File: config.mk
export PLATFORM = sky130hd
export DESIGN_NAME = tcvi_ctrl
export DESIGN_NICKNAME = d
export VERILOG_FILES = /design/src/rtl/tcvi_pkg.sv /design/src/rtl/tcvi_ctrl.sv
export SDC_FILE = /design/constraint.sdc
export NUM_CORES = 1
export LEC_CHECK = 0
export BUFFER_PORTS_ARGS = -buffer_cell sky130_fd_sc_hd__buf_2
export CORE_MARGIN = 1
export CORE_UTILIZATION = 40
export CTS_CLUSTER_SIZE = 28
export DETAILED_ROUTE_END_ITERATION = 12
export PLACE_DENSITY = 0.79
export SLEW_MARGIN = 20
export SYNTH_ARGS = -nofsm -noshare
export SYNTH_HDL_FRONTEND = slang
export SYNTH_SLANG_ARGS = --single-unit
File: constraint.sdc
create_clock -name clk -period 2.6 [get_ports clk]
set_input_delay 0.26 -clock clk [delete_from_list [all_inputs] [get_ports clk]]
set_output_delay 0.26 -clock clk [all_outputs]
set_load 0.02 [all_outputs]
File: src/rtl/tcvi_pkg.sv
package tcvi_pkg;

  localparam int ACC_W   = 48;
  localparam int LIN_W   = 32;
  localparam int PITCH_W = 17;
  localparam int DT_W    = 16;
  localparam int GRAV_W  = 20;
  localparam int CW      = 34;
  localparam int STEP_W  = 5;
  localparam int SC_W    = 32;
  localparam int OP_W    = 33;
  localparam int PROD_W  = 64;
  localparam int SUM_W   = 65;
  localparam int RND_W   = SUM_W - 30;
  localparam int INC_W   = 33;

  localparam logic [GRAV_W-1:0]         GRAVITY_RESET = 20'd642690;
  localparam logic signed [CW-1:0]      CORDIC_GAIN   = 34'sd652032874;
  localparam logic signed [PITCH_W:0]   HALF_PI       = 18'sd25736;
  localparam logic signed [PITCH_W:0]   PI            = 18'sd51472;

  typedef enum logic [2:0] {
    MUL_YC,
    MUL_ZS,
    MUL_YS,
    MUL_ZC,
    MUL_XD,
    MUL_LYD,
    MUL_LZD
  } mul_sel_t;

  typedef enum logic [1:0] {
    SUM_HOLD,
    SUM_LOAD,
    SUM_ADD,
    SUM_SUB
  } sum_op_t;

  typedef enum logic [1:0] {
    AXIS_X,
    AXIS_Y,
    AXIS_Z
  } axis_t;

  typedef struct packed {
    logic              load;
    logic              cordic_step;
    logic [STEP_W-1:0] step_idx;
    logic              fin;
    logic              mul_en;
    mul_sel_t          mul_sel;
    sum_op_t           sum_op;
    logic              rnd_en;
    logic              ly_en;
    logic              lz_en;
    logic              inc_en;
    logic              acc_en;
    axis_t             acc_axis;
    logic              out_load;
  } dp_cmd_t;

  function automatic logic [31:0] atan_q30(input logic [STEP_W-1:0] idx);
    logic [31:0] r;
    case (idx)
      5'd0:    r = 32'd843314857;
      5'd1:    r = 32'd497837829;
      5'd2:    r = 32'd263043837;
      5'd3:    r = 32'd133525159;
      5'd4:    r = 32'd67021687;
      5'd5:    r = 32'd33543516;
      5'd6:    r = 32'd16775851;
      5'd7:    r = 32'd8388437;
      5'd8:    r = 32'd4194283;
      5'd9:    r = 32'd2097149;
      5'd10:   r = 32'd1048576;
      5'd11:   r = 32'd524288;
      5'd12:   r = 32'd262144;
      5'd13:   r = 32'd131072;
      5'd14:   r = 32'd65536;
      5'd15:   r = 32'd32768;
      5'd16:   r = 32'd16384;
      5'd17:   r = 32'd8192;
      5'd18:   r = 32'd4096;
      5'd19:   r = 32'd2048;
      5'd20:   r = 32'd1024;
      5'd21:   r = 32'd512;
      5'd22:   r = 32'd256;
      5'd23:   r = 32'd128;
      default: r = 32'd0;
    endcase
    return r;
  endfunction

endpackage

File: src/rtl/tcvi_ctrl.sv
module tcvi_ctrl #(
  parameter int CORDIC_STEPS = 16
) (
  input  logic              clk,
  input  logic              rst,
  input  logic              in_valid,
  output logic              in_ready,
  output logic              out_valid,
  input  logic              out_ready,
  output tcvi_pkg::dp_cmd_t cmd
);

  localparam int CNT_W = (CORDIC_STEPS > 1) ? $clog2(CORDIC_STEPS) : 1;
  localparam logic [CNT_W-1:0] LAST_STEP = CNT_W'(CORDIC_STEPS - 1);

  typedef enum logic [3:0] {
    S_IDLE,
    S_CORDIC,
    S_FIN,
    S_M0,
    S_M1,
    S_M2,
    S_M3,
    S_M4,
    S_M5,
    S_M6,
    S_M7,
    S_M8,
    S_M9,
    S_DONE
  } state_t;

  state_t           state;
  logic [CNT_W-1:0] cnt;

  assign in_ready = (state == S_IDLE) && !rst;

  always_comb begin
    cmd          = '0;
    cmd.step_idx = tcvi_pkg::STEP_W'(cnt);
    case (state)
      S_IDLE:   cmd.load = in_valid && !rst;
      S_CORDIC: cmd.cordic_step = 1'b1;
      S_FIN:    cmd.fin = 1'b1;
      S_M0: begin
        cmd.mul_en  = 1'b1;
        cmd.mul_sel = tcvi_pkg::MUL_YC;
      end
      S_M1: begin
        cmd.mul_en  = 1'b1;
        cmd.mul_sel = tcvi_pkg::MUL_ZS;
        cmd.sum_op  = tcvi_pkg::SUM_LOAD;
      end
      S_M2: begin
        cmd.mul_en  = 1'b1;
        cmd.mul_sel = tcvi_pkg::MUL_YS;
        cmd.sum_op  = tcvi_pkg::SUM_SUB;
      end
      S_M3: begin
        cmd.mul_en  = 1'b1;
        cmd.mul_sel = tcvi_pkg::MUL_ZC;
        cmd.sum_op  = tcvi_pkg::SUM_LOAD;
        cmd.rnd_en  = 1'b1;
      end
      S_M4: begin
        cmd.mul_en  = 1'b1;
        cmd.mul_sel = tcvi_pkg::MUL_XD;
        cmd.sum_op  = tcvi_pkg::SUM_ADD;
        cmd.ly_en   = 1'b1;
      end
      S_M5: begin
        cmd.rnd_en = 1'b1;
        cmd.inc_en = 1'b1;
      end
      S_M6: begin
        cmd.lz_en    = 1'b1;
        cmd.acc_en   = 1'b1;
        cmd.acc_axis = tcvi_pkg::AXIS_X;
        cmd.mul_en   = 1'b1;
        cmd.mul_sel  = tcvi_pkg::MUL_LYD;
      end
      S_M7: begin
        cmd.inc_en  = 1'b1;
        cmd.mul_en  = 1'b1;
        cmd.mul_sel = tcvi_pkg::MUL_LZD;
      end
      S_M8: begin
        cmd.acc_en   = 1'b1;
        cmd.acc_axis = tcvi_pkg::AXIS_Y;
        cmd.inc_en   = 1'b1;
      end
      S_M9: begin
        cmd.acc_en   = 1'b1;
        cmd.acc_axis = tcvi_pkg::AXIS_Z;
      end
      S_DONE:   cmd.out_load = !out_valid || out_ready;
      default:  cmd = '0;
    endcase
  end

  always_ff @(posedge clk) begin
    if (rst) begin
      state     <= S_IDLE;
      cnt       <= '0;
      out_valid <= 1'b0;
    end else begin
      if (state == S_DONE && (!out_valid || out_ready)) begin
        out_valid <= 1'b1;
      end else if (out_valid && out_ready) begin
        out_valid <= 1'b0;
      end
      case (state)
        S_IDLE: begin
          if (in_valid) begin
            state <= S_CORDIC;
            cnt   <= '0;
          end
        end
        S_CORDIC: begin
          cnt <= cnt + 1'b1;
          if (cnt == LAST_STEP) begin
            state <= S_FIN;
          end
        end
        S_FIN: state <= S_M0;
        S_M0:  state <= S_M1;
        S_M1:  state <= S_M2;
        S_M2:  state <= S_M3;
        S_M3:  state <= S_M4;
        S_M4:  state <= S_M5;
        S_M5:  state <= S_M6;
        S_M6:  state <= S_M7;
        S_M7:  state <= S_M8;
        S_M8:  state <= S_M9;
        S_M9:  state <= S_DONE;
        S_DONE: begin
          if (!out_valid || out_ready) begin
            state <= S_IDLE;
          end
        end
        default: state <= S_IDLE;
      endcase
    end
  end

  a_load_free: assert property (@(posedge clk) disable iff (rst)
    cmd.out_load |-> (!out_valid || out_ready))
    else $error("result register overwritten before transaction");

  a_start: assert property (@(posedge clk) disable iff (rst)
    (in_valid && in_ready) |=> (state == S_CORDIC && cnt == '0))
    else $error("accepted transaction did not start rotation");

  a_rot_end: assert property (@(posedge clk) disable iff (rst)
    (state == S_CORDIC && cnt == LAST_STEP) |=> (state == S_FIN))
    else $error("rotation did not end after last step");

  a_rise: assert property (@(posedge clk) disable iff (rst)
    $rose(out_valid) |-> ($past(state) == S_DONE))
    else $error("result presented outside completion");

endmodule

==> metrics, run 1 <==
Port Buf Inserts=26; DRT antenna net count=0; cell area after layout=828.3 sq um; Avg Vias per Cell=5.634; CP arrival=1.75 ns; top cells by area, synth=dfxtp_1 (26%), nand2b_1 (7.2%), a21oi_1 (6.5%), and2_1 (5.4%), nor2_1 (4.9%); vias in the first global route=584; TritonCTS clock tree=done; total routed wirelength=1647 um; Syn Nets=98; status=finished, violations left; CP Capture Type=primary output; Filler cells=143; synth cell count leaders=a21oi_1 (9), dfxtp_1 (9), nor2_1 (9); final max-slew violation count=0; Gate power share=0.271; switching portion of total power=0.3803; RSZ-0062 raised after global routing=no; FF-to-FF path depth=3; Final #Nets=121; n_diodes=0; Hold Vio Cnt, Final=0; H-tree depth=1; largest net degree at the start of global routing=23; GPL Wtd Cong=0.7644; post-synth top area cell=dfxtp_1; Synth Area per Inst=7.426 sq um; first-iteration detailed-routing DRC count=20; die height=43.56 um; post-synth cell types=34; share of cells above drive strength 1=0.2783; post-layout util=0.5313; Reg power frac=0.425; maximum VDD drop=0.2560 mV; Max Fanout on Critical Path=22; # DRC=2; Die X=43.56 um; total clock sinks=9; leakage power=0.3839 nW; total vias in the final route=738; Setup TNS=0 ns; row count=14; worst r2r dst=cnt[3]; postcts setup bufs=0; flip-flop and latch area=180.2 sq um; Clock power frac=0.304; first-pass GRT wire length=2594 um; hold path start=rst; hold slack final=0.2913 ns; Seq/Total Area, Yosys=0.2609; worst hold-check path type=in2reg; multi-input logic area=459.2 sq um; core area=1559 sq um; switching power total=0.0001510 W; die area=1897 sq um; number of synthesized register bits=9; Max-cap violations=0; Worst EP required=2.34 ns; Root Buffer=clkbuf_4; Final setup violation count=0; Worst-Margin Slew=0.7360 ns; # IOs=28; share of the synthesized area in the top cell type=0.2609; slew margin rel.=0.5087; post-detail-place hpwl=1150 um; Total Routing Usage GR=0.1852; clk buf depth=2; Max Freq=0.4964 GHz; ys flop type=dfxtp_1; internal power=0.0002460 W; Initial Util=0.4430; First-pass DRT Iterations=9; area growth from synthesis to layout=19.93%; Clock Pin Slew Worst Setup and Hold Paths=0.07 ns; failing checks=design-rule violations; grt ovf=0; Inserted Clock Buffers=3; Final Critical Period=2.014 ns; critical path class=reg2out; crit share post-route=0.7748; Hold Crit Endpoint=out_valid; Syn Inst Count=93; Pwr Density=479.2 nW/um^2; initial antenna violation count=0; Critical R2R Launch=state[0]; number of synthesized flops with an enable pin=0; r2r setup slk=0.97 ns; Layout Skew=0.003390 ns; post-cts resize count=0; drt wl/cell=12.57 um; synthesized area=690.7 sq um; Overall Power=0.0003969 W; async set-reset flop share out of synthesis=0; Area after DPL=800.8 sq um; crit path launch type=flip-flop; Worst Hold Path Cells=2; cts hold-fix bufs=0; Yosys warnings=0; worst-skew pair later-pin latency=0.28 ns
==> power groups by stage <==
stage	sequential (W)	combinational, W	clock (W)
detailed placement	0.000171	0.000107	0
finish	0.000169	0.000108	0.000121
CTS	0.000168	0.000107	0.000123
floorplan	0.000158	0.0000958	0
global route	0.000171	0.000119	0.000130
global placement	0.000171	0.000104	0
==> cell families after synthesis <==
group,count (synthesis),synth area share
compound gates,24,0.2337
simple gates,45,0.3804
flops,9,0.2609
xor+xnor,1,0.01268
fa+ha+maj,1,0.01811
other cells,1,0.005430
mux,1,0.01449
buf+inv,11,0.07428
==> critical path, cell delays in order, from the launching register on <==
cell	delay, ns
dfxtp_1	0.80
nand3_1	0.28
and2_1	0.24
buf_2	0.15
==> routing by layer <==
| metal | vias up | part of all wire | GRT usage |
|---|---|---|---|
| li1 | 378 | - | - |
| met1 | 334 | 0.45 | 0.2379 |
| met2 | 23 | 0.48 | 0.2836 |
| met3 | 3 | 0.051 | 0.06250 |
| met4 | 0 | 0.016 | 0.07500 |
| met5 | - | 0 | 0 |
==> cells in the final DEF, fill, tap and decap left out, types with 3 or more instances in the layout <==
cell	n
clkbuf_4	3
inv_1	3
nor2b_1	3
o22ai_1	3
and2_1	6
dfxtp_1	9
nand3_1	3
nand2_1	7
nand2b_1	8
nor2_1	9
buf_2	26
a21oi_1	9
==> worst max-delay path by stage <==
stage | to | startpoint | slack [ns]
after floorplan | cmd[21] | state[1] | 0.89
after global placement | cmd[17] | state[3] | 0.94
after detailed placement | cmd[15] | state[3] | 0.90
after CTS | cmd[15] | state[3] | 0.60
after global routing | cmd[18] | state[3] | 0.49
final | cmd[17] | state[3] | 0.59
==> area by class of cell <==
type                       instances  share of cell area
clock buffer                       3             0.02719
clock inverter                     1            0.006042
inverter                           3             0.01360
multi-input combinational         73              0.5544
sequential                         9              0.2175
tap                               16             0.02417
timing repair buffer              26              0.1571
==> registers in the layout, summed over array words and instances, names as in the netlist <==
register and cells:
out_valid 1, state 4, cnt 4
==> stage by stage <==
stage,setup WS (ns),cells
after global routing,0.4853,131
after CTS,0.5951,131
after floorplan,0.8947,93
after global placement,0.9418,127
after detailed placement,0.8970,127
final,0.5856,131
Note: power is estimated with default switching activity, not from simulation.
==> run 2, diff against run 1 <==
clock period = 2 ns   (was 2.6 ns; I/O delays follow)
==> metrics, run 2 (synthesis results as in run 1) <==
status=finished, violations left; failing checks=design-rule violations; grt ovf=0; slew margin rel.=0.6032; cts hold-fix bufs=0; Pwr Density=619.1 nW/um^2; maximum VDD drop=0.3812 mV; # DRC=2; RSZ-0062 raised after global routing=no; Max-cap violations=0; Max Freq=0.5399 GHz; first-pass GRT wire length=2525 um; critical path class=reg2out; CP max stage delay=0.70 ns; Die X=43.56 um; Worst EP required=1.80 ns; Filler cells=147; Hold Vio Cnt, Final=0; Total Routing Usage GR=0.1731; # IOs=28; total clock sinks=9; area growth from synthesis to layout=20.11%; Largest regs=cnt: 4 flops, state: 4 flops, out_valid: 1 flops; n_diodes=0; worst-skew pair later-pin latency=0.27 ns; largest net degree at the start of global routing=23; worst hold-check path type=in2reg; die height=43.56 um; Non-Filler Instances=131; CP arrival=1.65 ns; Final #Nets=121; TritonCTS clock tree=done; Overall Power=0.0005136 W; final max-slew violation count=0; post-detail-place hpwl=1149 um; Inserted Clock Buffers=3; First-pass DRT Iterations=9; clk buf depth=2; CP Capture Type=primary output; H-tree depth=1; crit share post-route=0.9261; top cell family by delay on the critical path=flip-flops; initial antenna violation count=0; Setup TNS=0 ns; DRT antenna net count=0; Avg Vias per Cell=5.695; leading cell type in the layout, fill and taps excluded=buf_2; postcts setup bufs=0; Max Fanout on Critical Path=15; Layout Skew=0.006249 ns; first-iteration detailed-routing DRC count=20; share of cells above drive strength 1=0.2870; critical path's slowest cell=dfxtp_1; core area=1559 sq um; vias in the first global route=562; crit path launch type=flip-flop; commonest non-fill, non-tap cells in the layout=buf_2 (26), nor2_1 (9), a21oi_1 (9); Clock Pin Slew Worst Setup and Hold Paths=0.07 ns; Port Buf Inserts=26; Final Critical Period=1.852 ns; dpl cells=127; die area=1897 sq um; GPL Wtd Cong=0.7644; Root Buffer=clkbuf_4; total vias in the final route=746; total routed wirelength=1691 um; Buf+Inv Stages, Crit Path=1; leakage power=0.3844 nW; Initial Util=0.4430; Final setup violation count=0; row count=14; critical path cell sequence=or2_1 > nor4_2 > and2_1 > buf_2; drt wl/cell=12.91 um; Worst-Margin Slew=0.5944 ns
[run 2: cell counts in the layout (fill, tap and decap cells not counted)]
No cell type changed its count.
[run 2: area by class of cell]
| class | instances | area, sq um | area share |
|---|---|---|---|
| clock inverter | 1 | 5.005 | 0.006033 |
| clock buffer | 3 | 22.52 | 0.02715 |
| tap | 16 | 20.02 | 0.02413 |
| timing repair buffer | 26 | 130.1 | 0.1569 |
| inverter | 3 | 11.26 | 0.01357 |
| multi-input combinational | 73 | 459.2 | 0.5535 |
| sequential | 9 | 181.4 | 0.2187 |
[run 2: final timing paths]
check | depth (start not counted) | start | end | slack (ns)
max | 4 | state[2] | cmd[21] | 0.15
min | 2 | rst | state[3] | 0.24
max reg2reg | 3 | state[0] | cnt[3] | 0.38
min reg2reg | 2 | out_valid | out_valid | 0.52
[run 2: power by group]
part / internal [W] / leakage (nW) / switching (W) / total, W
Combinational: 0.0000559 / 0.293 / 0.0000852 / 0.000141
Sequential: 0.000190 / 0.0737 / 0.0000304 / 0.000220
Clock: 0.0000740 / 0.0177 / 0.0000786 / 0.000153
Total: 0.000319 / 0.384 / 0.000194 / 0.000514
[run 2: per-layer routing]
layer | up-vias | part of all wire | GRT usage | wire length, um
li1 | 380 | - | - | -
met1 | 335 | 0.45 | 0.2455 | 766
met2 | 27 | 0.48 | 0.2687 | 811
met3 | 4 | 0.056 | 0.03750 | 94
met4 | 0 | 0.011 | 0.03750 | 19
met5 | - | 0 | 0 | 0
[run 2: what timing repair did]
item,in CTS,in global routing
setup endpoints to repair,0,5
hold endpoints to repair,0,0
gates resized for setup,0,1
[run 2: through the flow]
stage	setup slack (ns)	utilization	hold slack, ns	cell area, sq um
floorplan	0.3547	-	0.4043	690.7
global placement	0.4019	0.5136	0.4960	800.8
detailed placement	0.3337	0.5136	0.5099	800.8
CTS	0.04766	0.5313	0.2336	828.3
global route	0.07147	0.5321	0.2601	829.5
finish	0.1479	0.5321	0.2404	829.5
==> run 3, diff against run 2 <==
CORE_ASPECT_RATIO = 0.9   (was unset)
==> metrics, run 3 (synthesis results as in run 1) <==
area growth from synthesis to layout=21.01%; slew margin rel.=0.6284; maximum VDD drop=0.3801 mV; Post-Place Setup Slack=0.3391 ns; share of cells above drive strength 1=0.2783; Pwr Density=602.9 nW/um^2; final max-slew violation count=0; total clock sinks=9; Critical R2R Launch=state[0]; FF-to-FF path depth=3; drt wl/cell=11.42 um; die area=1897 sq um; status=finished clean; DRT antenna net count=0; leading cell type in the layout, fill and taps excluded=buf_2; Avg Vias per Cell=5.431; Initial Util=0.4517; initial antenna violation count=0; TritonCTS clock tree=done; Hold Vio Cnt, Final=0; Final setup violation count=0; Final #Nets=121; CP Capture Type=primary output; # DRC=0; top cell family by delay on the critical path=flip-flops; worst setup path start=state[2]; crit share post-route=0.9151; Reg power frac=0.434; First-pass DRT Iterations=4; worst setup path end=cmd[21]; vias in the first global route=603; CP arrival=1.63 ns; Total Routing Usage GR=0.1687; die height=41.42 um; n_diodes=0; Setup TNS=0 ns; Final Critical Period=1.830 ns; worst r2r dst=cnt[3]; Worst Slack Setup Final=0.1699 ns; Largest regs=cnt: 4 flops, state: 4 flops, out_valid: 1 flops; Gate power share=0.275; Die X=45.80 um; CP Depth=4; RSZ-0062 raised after global routing=no; Clock power frac=0.291; worst-skew pair later-pin latency=0.27 ns; crit path launch type=flip-flop; Buf+Inv Stages, Crit Path=1; worst hold-check path type=in2reg; # IOs=28; Root Buffer=clkbuf_4; core area=1529 sq um; critical path's slowest cell=dfxtp_1; Worst EP required=1.80 ns; largest net degree at the start of global routing=23; grt ovf=0; switching power total=0.0001813 W; postcts setup bufs=0; post-detail-place hpwl=1128 um; Inserted Clock Buffers=3; Layout Skew=0.001654 ns; Worst-Margin Slew=0.5566 ns; Clock Pin Slew Worst Setup and Hold Paths=0.06 ns; first-pass GRT wire length=2435 um; Port Buf Inserts=26; r2r setup slk=0.40 ns; Max Fanout on Critical Path=15; clk buf depth=2; commonest non-fill, non-tap cells in the layout=buf_2 (26), nor2_1 (9), a21oi_1 (9); total vias in the final route=744; H-tree depth=1; critical path cell sequence=or2_1 > nor4_2 > and2_1 > buf_2; GPL Wtd Cong=0.7620; critical path class=reg2out; Max-cap violations=0; switching portion of total power=0.3599; row count=13; leakage power=0.3817 nW; first-iteration detailed-routing DRC count=12; CP max stage delay=0.67 ns; internal power=0.0003226 W; Max Freq=0.5464 GHz; total routed wirelength=1565 um
run 3: cell count changes in the layout (fill, tap and decap cells not counted):
cell      before  now
clkbuf_1       0    1
clkinv_2       1    0
run 3: worst min-delay path by stage:
stage,from,endpoint,cells past startpoint
3_3_place_gp,out_valid,out_valid,2
3_5_place_dp,out_valid,out_valid,2
2_1_floorplan,out_ready,out_valid,2
4_1_cts,rst,cnt[1],2
5_1_grt,rst,out_valid,2
6_report,out_ready,out_valid,3
run 3: area by class of cell:
class | instances | area (sq um)
Tap cell | 22 | 27.53
Timing Repair Buffer | 26 | 130.1
Clock buffer | 4 | 26.28
Inverter | 3 | 11.26
Multi-Input combinational cell | 73 | 459.2
Sequential cell | 9 | 181.4
Fill cell | 168 | 693.2
run 3: power groups by stage:
| stage | clock (W) | combinational (W) | sequential (W) |
|---|---|---|---|
| 3_5_place_dp | 0 | 0.000138 | 0.000223 |
| 3_3_place_gp | 0 | 0.000136 | 0.000222 |
| 6_report | 0.000147 | 0.000138 | 0.000219 |
| 5_1_grt | 0.000158 | 0.000151 | 0.000223 |
| 2_1_floorplan | 0 | 0.000125 | 0.000205 |
| 4_1_cts | 0.000151 | 0.000139 | 0.000219 |
run 3: tightest hold or removal path, stage by stage:
cell      delay, ns
buf_2          0.09
nand2b_1       0.11
a21oi_1        0.06
run 3: repair_timing:
action                                  CTS  global route
hold buffers                              0             0
endpoints found under the setup margin    0             7
gates resized for setup                   0             1
run 3: per-layer routing:
layer | share of wire | global-route usage | vias up
met5 | 0 | 0 | -
met4 | 0 | 0.05294 | 0
met3 | 0.058 | 0.06957 | 0
met2 | 0.46 | 0.2486 | 20
met1 | 0.48 | 0.2207 | 350
li1 | - | - | 374
run 3: stage by stage:
| step | std cells | util | hold WS [ns] | power (W) | area (sq um) |
|---|---|---|---|---|---|
| 3_3_place_gp | 133 | 0.5286 | 0.4974 | 0.0003579 | 808.3 |
| 2_1_floorplan | 93 | - | 0.4043 | 0.0003296 | 690.7 |
| 5_1_grt | 137 | 0.5466 | 0.2382 | 0.0005320 | 835.8 |
| 4_1_cts | 137 | 0.5458 | 0.2395 | 0.0005081 | 834.6 |
| 3_5_place_dp | 133 | 0.5286 | 0.5095 | 0.0003608 | 808.3 |
| 6_report | 137 | 0.5466 | 0.2444 | 0.0005039 | 835.8 |
